===== src/hdl/dftm_pkg.sv =====
// Shared constants, types and elaboration-time functions for the direct DFT magnitude unit.
// Holds the field widths, the Q1.15 cosine/sine table builder and the saturation limit.
// No dependencies.
package dftm_pkg;

  // Defaults for the top-level parameters
  localparam int POINTS_DEF      = 500;
  localparam int SAMPLE_BITS_DEF = 12;
  localparam int MAX_POINTS      = 1024;

  // Word field widths
  localparam int POS_W      = 9;
  localparam int SMP_W      = 12;
  localparam int BIN_W      = 9;
  localparam int PART_W     = 22;
  localparam int MAG_W      = 21;
  localparam int IN_DATA_W  = 24;
  localparam int OUT_DATA_W = 80;

  // Arithmetic widths
  localparam int ROM_W     = 16;
  localparam int FRAC_BITS = 15;
  localparam int MUL_W     = 2 * PART_W;
  localparam int SQ_W      = 2 * PART_W - 1;
  localparam int SQRT_TOP  = SQ_W - 1;
  localparam int ROOT_W    = PART_W;

  // Input kinds carried on tuser
  localparam logic MODE_LOAD  = 1'b0;
  localparam logic MODE_QUERY = 1'b1;

  localparam longint unsigned Q30_ONE     = 64'd1073741824;
  localparam longint unsigned HALF_PI_Q30 = 64'd1686629713;
  localparam longint          ROM_MAX     = 32767;
  localparam longint          FIELD_MAX   = 2097151;

  // One table word: sine in the upper half, cosine in the lower half
  typedef logic [2*ROM_W-1:0] trig_word_t;
  typedef trig_word_t trig_table_t [MAX_POINTS];

  // Unsigned shift-subtract division, used only while building constants
  function automatic longint unsigned udiv(input longint unsigned num,
                                           input longint unsigned den);
    longint unsigned rem;
    longint unsigned quo;
    rem = 0;
    quo = 0;
    for (int b = 63; b >= 0; b--) begin
      rem = {rem[62:0], num[b]};
      if (rem >= den) begin
        rem    = rem - den;
        quo[b] = 1'b1;
      end
    end
    return quo;
  endfunction

  // Q30 magnitude to a signed Q1.15 word, rounded half up and clamped
  function automatic logic [ROM_W-1:0] to_q15(input longint mag, input logic neg);
    longint v;
    v = (mag * 32768 + (longint'(1) << 29)) >>> 30;
    if (v > ROM_MAX) v = ROM_MAX;
    if (neg) v = -v;
    return v[ROM_W-1:0];
  endfunction

  // Build the cosine/sine table by quadrant reduction and a Q30 Taylor series
  function automatic trig_table_t trig_table(input int points);
    trig_table_t     tbl;
    longint unsigned pts;
    longint unsigned p;
    longint unsigned q;
    longint unsigned r;
    longint unsigned a;
    longint unsigned a2;
    longint unsigned ts;
    longint unsigned tc;
    longint unsigned ii;
    longint          s;
    longint          c;
    logic [ROM_W-1:0] cw;
    logic [ROM_W-1:0] sw;
    pts = longint'(points);
    for (int m = 0; m < MAX_POINTS; m++) begin
      tbl[m] = '0;
      if (m < points) begin
        p  = 4 * longint'(m);
        q  = udiv(p, pts);
        r  = p - q * pts;
        a  = udiv(HALF_PI_Q30 * r, pts);
        a2 = (a * a) >> 30;
        ts = a;
        tc = Q30_ONE;
        s  = longint'(a);
        c  = longint'(Q30_ONE);
        for (int i = 1; i <= 10; i++) begin
          ii = longint'(i);
          ts = udiv((ts * a2) >> 30, (2 * ii) * (2 * ii + 1));
          tc = udiv((tc * a2) >> 30, (2 * ii - 1) * (2 * ii));
          if (i % 2 == 1) begin
            s = s - longint'(ts);
            c = c - longint'(tc);
          end else begin
            s = s + longint'(ts);
            c = c + longint'(tc);
          end
        end
        if (s < 0) s = 0;
        if (s > longint'(Q30_ONE)) s = longint'(Q30_ONE);
        if (c < 0) c = 0;
        if (c > longint'(Q30_ONE)) c = longint'(Q30_ONE);
        case (q[1:0])
          2'd0: begin
            cw = to_q15(c, 1'b0);
            sw = to_q15(s, 1'b0);
          end
          2'd1: begin
            cw = to_q15(s, 1'b1);
            sw = to_q15(c, 1'b0);
          end
          2'd2: begin
            cw = to_q15(c, 1'b1);
            sw = to_q15(s, 1'b1);
          end
          default: begin
            cw = to_q15(s, 1'b0);
            sw = to_q15(c, 1'b1);
          end
        endcase
        tbl[m] = {sw, cw};
      end
    end
    return tbl;
  endfunction

  // Saturation limit of the real, imaginary and magnitude fields
  function automatic logic [MAG_W-1:0] part_limit(input int points, input int sample_bits);
    longint lim;
    lim = ((longint'(1) << sample_bits) - 1) * longint'(points);
    if (lim > FIELD_MAX) lim = FIELD_MAX;
    return lim[MAG_W-1:0];
  endfunction

endpackage


===== src/hdl/dftm_isqrt.sv =====
// Iterative floor square root, one result bit per cycle.
// Depends on dftm_pkg for the operand and root widths.
module dftm_isqrt
  import dftm_pkg::*;
(
  input  logic              clk,
  input  logic              rst,
  input  logic              start,
  input  logic [SQ_W-1:0]   value,
  output logic              done,
  output logic [ROOT_W-1:0] root
);

  logic            busy;
  logic [SQ_W-1:0] rem;
  logic [SQ_W-1:0] res;
  logic [SQ_W-1:0] weight;
  logic [SQ_W:0]   trial;

  // Candidate to subtract at this step
  assign trial = {1'b0, res} + {1'b0, weight};

  // Control: busy while weight walks down two bits a step
  always_ff @(posedge clk) begin
    if (rst) begin
      busy <= 1'b0;
      done <= 1'b0;
    end else begin
      done <= busy && !start && weight[0];
      if (start) begin
        busy <= 1'b1;
      end else if (busy && weight[0]) begin
        busy <= 1'b0;
      end
    end
  end

  // Datapath: restoring digit-by-digit root
  always_ff @(posedge clk) begin
    if (start) begin
      rem    <= value;
      res    <= '0;
      weight <= SQ_W'(1) << SQRT_TOP;
    end else if (busy) begin
      if ({1'b0, rem} >= trial) begin
        rem <= rem - trial[SQ_W-1:0];
        res <= (res >> 1) + weight;
      end else begin
        res <= res >> 1;
      end
      weight <= weight >> 2;
    end
  end

  assign root = res[ROOT_W-1:0];

endmodule


===== config.mk =====
export PLATFORM = sky130hd
export DESIGN_NAME = dftm_isqrt
export DESIGN_NICKNAME = d
export VERILOG_FILES = /design/src/hdl/dftm_pkg.sv /design/src/hdl/dftm_isqrt.sv
export SDC_FILE = /design/constraint.sdc
export NUM_CORES = 1
export LEC_CHECK = 0
export BUFFER_PORTS_ARGS = -buffer_cell sky130_fd_sc_hd__buf_2
export CORE_MARGIN = 10
export CORE_UTILIZATION = 47
export CTS_CLUSTER_DIAMETER = 50
export DETAILED_ROUTE_END_ITERATION = 7
export MAX_ROUTING_LAYER = met4
export PLACE_DENSITY = 0.66
export SLEW_MARGIN = 10
export SYNTH_ARGS = -nofsm -noshare
export SYNTH_HDL_FRONTEND = slang
export SYNTH_SLANG_ARGS = --single-unit

===== constraint.sdc =====
create_clock -name clk -period 13.3 [get_ports clk]
set_input_delay 3.99 -clock clk [delete_from_list [all_inputs] [get_ports clk]]
set_output_delay 3.99 -clock clk [all_outputs]
set_load 0.01 [all_outputs]

* Word-level counts from Yosys, hierarchy flattened
Index checks and enable logic that the tools add are counted.
** Word-level totals
- Input port bits :: 46
- Register bits :: 110
- Output and inout bits :: 23
- Logic and storage cells :: 23
** Operators by class
- Add/sub/neg operators :: 3
- Muxes and demuxes :: 6
- Reduce and logical (&&, ||, !) cells :: 8
- Order comparisons :: 1
** Operators with widths (number)
- two-way mux 43 bit :: 4
- adder 43 x 43 -> 44 bit :: 1
- greater-or-equal comparator 43 x 44 -> 1 bit :: 1
- adder 42 x 43 -> 43 bit :: 1
- subtractor 43 bit :: 1
- nonzero test 2 bit :: 3
- logical AND 1 bit :: 3
- two-way mux 1 bit :: 2
- AND reduction 2 bit :: 1
- logical NOT 1 bit :: 1

* Logic depth before layout (Yosys ltp)
- Depth after elaboration :: 5
- Gate-level depth with buffers :: 24
- Mapped depth without buffers :: 21

* Worst setup path before layout
Ideal clock, no wire load.
- Path type :: reg-to-reg
- From :: register res[2]
- To :: register rem[0], enable pin
- Buffers on the path :: 2
- Period minus slack after synthesis :: 7.653 ns
- Arrival :: 7.150 ns
- Setup slack :: 5.647 ns
- Library setup time :: 0.503 ns
- Required time :: 12.797 ns
- Stages on the path, launching flop included :: 22
- Cell sequence :: dfxtp_1 -> ha_1 -> a31oi_1 -> o21bai_1 -> a21oi_1 -> o21a_1 -> o21bai_1 -> a31oi_1 -> o21ai_0 -> a31oi_1 -> xor2_1 -> ha_1 -> and4_1 -> and2_1 -> nand2_1 -> nor4_1 -> a41oi_1 -> a21oi_1 -> nand2_1 -> buf_2 -> buf_6 -> o21ai_0
** Between the ends
- Longest elaborated chain between the ends :: 4
** Ends and longest elaborated chain
- start, declared :: line dftm_isqrt.sv:16 : logic [SQ_W-1:0] res;
- start signal, assigned :: line dftm_isqrt.sv:47 : res <= (res >> 1) + weight;
- start signal, assigned :: line dftm_isqrt.sv:49 : res <= res >> 1;
- adder 43 x 43 -> 44 bit :: line dftm_isqrt.sv:21 : assign trial = {1'b0, res} + {1'b0, weight};
- greater-or-equal comparator 43 x 44 -> 1 bit :: line dftm_isqrt.sv:45 : if ({1'b0, rem} >= trial) begin
- nonzero test 2 bit (no line)
- AND reduction 2 bit (no line)
- end signal, assigned :: line dftm_isqrt.sv:41 : rem <= value;
- end signal, assigned :: line dftm_isqrt.sv:46 : rem <= rem - trial[SQ_W-1:0];
- end, declared :: line dftm_isqrt.sv:15 : logic [SQ_W-1:0] rem;
No other way between the ends.
A chain may end at the register's enable or synchronous reset.

* Worst setup path in the final report
- From :: register res[2]
- To :: register res[40]
** Between the ends
- Longest elaborated chain between the ends :: 3
- Elaborated cells on any way between the ends :: 4
- Classes of those cells :: add/sub (2); order compare (1); mux (1)
** Ends and longest elaborated chain (line)
- adder 43 x 43 -> 44 bit :: dftm_isqrt.sv:21
- greater-or-equal comparator 43 x 44 -> 1 bit :: dftm_isqrt.sv:45
- two-way mux 43 bit (*) :: dftm_isqrt.sv:45
Mark *: on every way between the ends. The rest lies on a longest branch, timed or not.

==> impl_metrics.py <==
metrics = {
    "run_status": {
        "run_status": "complete, no violations",
    },
    "floorplan": {
        "core_area_um2": 20400,
        "io_pins": 69,
        "placementRows": 52,
        "dieHeight_um": 165,
        "initial_utilization_pct": 48.3,
        "die_x_um": 165,
        "die_area_um2": 27200,
    },
    "clock_network": {
        "cts_made_buffers": 9,
        "ctsRootBufferMaster": "clkbuf_16",
        "worst_setup_hold_path_clk_slew_ps": 80,
        "post_cts.resized_instances": 0,
        "sinks_on_clock_net": 110,
        "clock_tree_from_tritoncts": "built",
        "cts_max_path_buffers": 2,
        "cts.repair_timing.setup_buffer_count": 0,
        "htree_num_levels": 3,
        "clock_insertion_delay_worst_skew_ps": 370,
        "cts_hold_buf": 0,
    },
    "run": {
        "cap_violations": 0,
    },
    "power_and_ir_drop": {
        "total_power_mw": 1.89,
        "vdd_drop_max_v": 0.0000939,
        "p_leak_nw": 4.04,
        "powerDensity_nw_per_um2": 182,
    },
    "timing": {
        "setup_viol": 0,
        "final-hold-violation-count": 0,
        "report.final.slew_viol_count": 0,
        "worst-slew-pin-transition_ps": 978,
        "fin_tns_setup_ps": 0,
        "relSlewSlack_pct": 34.8,
        "post-route-period-util_pct": 50.5,
        "max_clock_freq_mhz": 149,
        "clock_skew_ps": 9.43,
        "postLayoutSetupSlackWorst_ps": 6590,
        "min_period_ps": 6710,
        "grt_setup_unrepaired": "false",
        "whs_ps": 530,
    },
    "synthesis": {
        "ys_seq_elements": 110,
        "post_synth_num_cell_types": 80,
        "synth.yosys.seq_area_share_pct": 26.7,
        "post-synth-top-area-cell": "dfxtp_1",
        "netlist_area_um2": 9860,
        "synthesis.yosys.warnings": 0,
        "top_cells_by_area_synth": "dfxtp_1 (14%), edfxtp_1 (13%), ha_1 (11%)",
        "asyncSetResetFlopFracSynth_pct": 0,
        "synth-edff-count": 43,
        "post_synth.cell_area_avg_um2": 8.12,
        "syn-instance-count": 1214,
        "primary_ff_master_synth": "dfxtp_1",
        "netlist.area_leader.share_pct": 13.6,
        "synth.net_count": 1349,
    },
    "grt": {
        "antenna_found_initial": 0,
        "first_global_vias": 8268,
        "gr-total-overflow": 0,
        "grt_first_pass_wirelength_mm": 43.3,
        "largest_net_degree_at_the_start_of_global_routing": 102,
        "total_grt_usage_pct": 20.1,
    },
    "detailed_routing": {
        "drt.antenna.violating_nets": 0,
        "total_wire_length_mm": 26.8,
        "drtPass1Iterations": 6,
        "via_count": 8935,
        "avgViaCountPerCell": 6.00,
        "drc": 0,
        "initialDrtViolationCount": 696,
        "routedWlPerCell_um": 18.0,
    },
    "worst_setup_path": {
        "critPathSlowestCell": "and2_1",
        "cp-start-kind": "flop",
        "critical_path.cell_chain": "ha_1 -> a31oi_1 -> o21bai_1 -> a21oi_1 -> o21a_1 -> o21bai_1 -> a31oi_1 -> o21ai_0 -> a31oi_1 -> xor2_1 -> ha_1 -> and4_1 -> and2_1 -> nand2_1 -> nor4_1 -> a41oi_1 -> a21oi_2 -> buf_4 -> and2_1 -> o311ai_1 -> a311oi_1",
        "critPathCaptureType": "flop",
        "worst_ep_required_time_ps": 13580,
        "arrival_ps": 7000,
        "crit_fanout": 30,
        "crit_type": "flop to flop",
        "worst_r2r_path_depth": 21,
        "critical-path-top-cell-by-count": "a31oi_1",
        "cpPeakStageDelay_ps": 840,
    },
    "layout": {
        "commonest_non_fill_non_tap_cell_in_the_layout": "nand2_1",
        "seqCellArea_um2": 2640,
        "most_frequent_cells_in_the_layout": "nand2_1 (134), nor2_1 (109), ha_1 (88), o21ai_0 (74), buf_2 (67)",
        "multiInputGateArea_um2": 6630,
        "fin_nets": 1349,
        "layout_cells_sized_above_1_pct": 9.60,
        "final.fill_count": 2022,
        "antenna-diode-count": 0,
        "final_core_util_pct": 50.9,
        "area_growth_syn_to_layout_pct": 5.51,
    },
    "place": {
        "place_congestion": 0.919,
        "dp_hpwl_mm": 19.7,
        "place.port_buffers": 68,
        "pre_cts_slack_ps": 6750,
    },
    "hold_path": {
        "worst_hold_path.num_cells": 2,
        "holdCritPathClass": "flop to flop",
    },
}
[critical path: cells and delay by family, from the launching register on]
| family | cells | cell delay [ps] |
|---|---|---|
| adders and majority gates | 2 | 730 |
| xor gates and xnor gates | 1 | 110 |
| DFF | 1 | 460 |
| and+or+nand+nor | 5 | 2000 |
| AOI/OAI and AO/OA | 12 | 2980 |
| buffers and inverters | 1 | 340 |
[flip-flops by register name (all words and copies together) (netlist names)]
| register | cells |
|---|---|
| busy | 1 |
| done | 1 |
| rem | 43 |
| res | 43 |
| weight | 22 |
[layer usage]
metal	up-vias	GRT usage, %	share of wire [%]
li1	4490	-	-
met1	4173	27.5	49
met2	239	30.1	44
met3	33	3.06	5.4
met4	0	5.72	1.8
met5	-	-	0
[area by class of cell]
cell class | instances | share of cell area (%)
inverter | 36 | 1.30
sequential | 110 | 25.3
clock inverter | 6 | 0.433
tap | 270 | 3.25
clock buffer | 10 | 2.30
timing repair buffer | 74 | 3.73
multi-input combinational | 983 | 63.7
[cells in the mapped netlist (8+ instances only)]
cell type and number:
mux2i_1 27, nand2_1 134, xnor2_1 33, nor3_1 18, edfxtp_1 43, nor2_1 109, o21ai_1 18, buf_4 25
dfxtp_1 67, o21ai_0 75, nand4_1 20, a21o_1 23, o21a_1 12, clkbuf_1 40, a211oi_1 29, ha_1 88
nor4_1 8, a311oi_1 13, nand3_1 42, o21bai_1 12, a21oi_1 63, buf_2 12, inv_1 35, nand2b_1 11
xor2_1 58, nor2b_1 8, o31ai_1 12, or3_1 9, o211ai_1 11, a31oi_1 38
[through the flow]
stage / instances / area, µm²
floorplan: 1214 / 9860
global route: 1489 / 10400
detailed placement: 1473 / 10100
finish: 1489 / 10400
global placement: 1473 / 10100
CTS: 1489 / 10400
[power breakdown]
group | internal [mW] | switching (mW) | total [mW]
clock | 0.134 | 0.139 | 0.273
sequential | 0.457 | 0.0670 | 0.524
combinational | 0.422 | 0.675 | 1.10
total | 1.01 | 0.881 | 1.89
[worst paths after layout]
kind | from | endpoint | slack [ps]
setup / recovery | res[2]$_SDFFE_PP0P_ | res[40]$_SDFFE_PP0P_ | 6590
hold / removal | weight[40]$_SDFFE_PP0P_ | weight[40]$_SDFFE_PP0P_ | 530
setup reg to reg | res[2]$_SDFFE_PP0P_ | res[40]$_SDFFE_PP0P_ | 6590
hold reg to reg | weight[40]$_SDFFE_PP0P_ | weight[40]$_SDFFE_PP0P_ | 530
[cell families after synthesis]
logic type                 synth area share, %
adders and majority gates                 11.4
buffers and inverters                     6.29
xor gates and xnor gates                  8.08
muxes                                     2.97
AOI/OAI and AO/OA                         25.6
and+or+nand+nor                           19.0
DFF                                       26.7
Note: power is estimated with default switching activity, not from simulation.
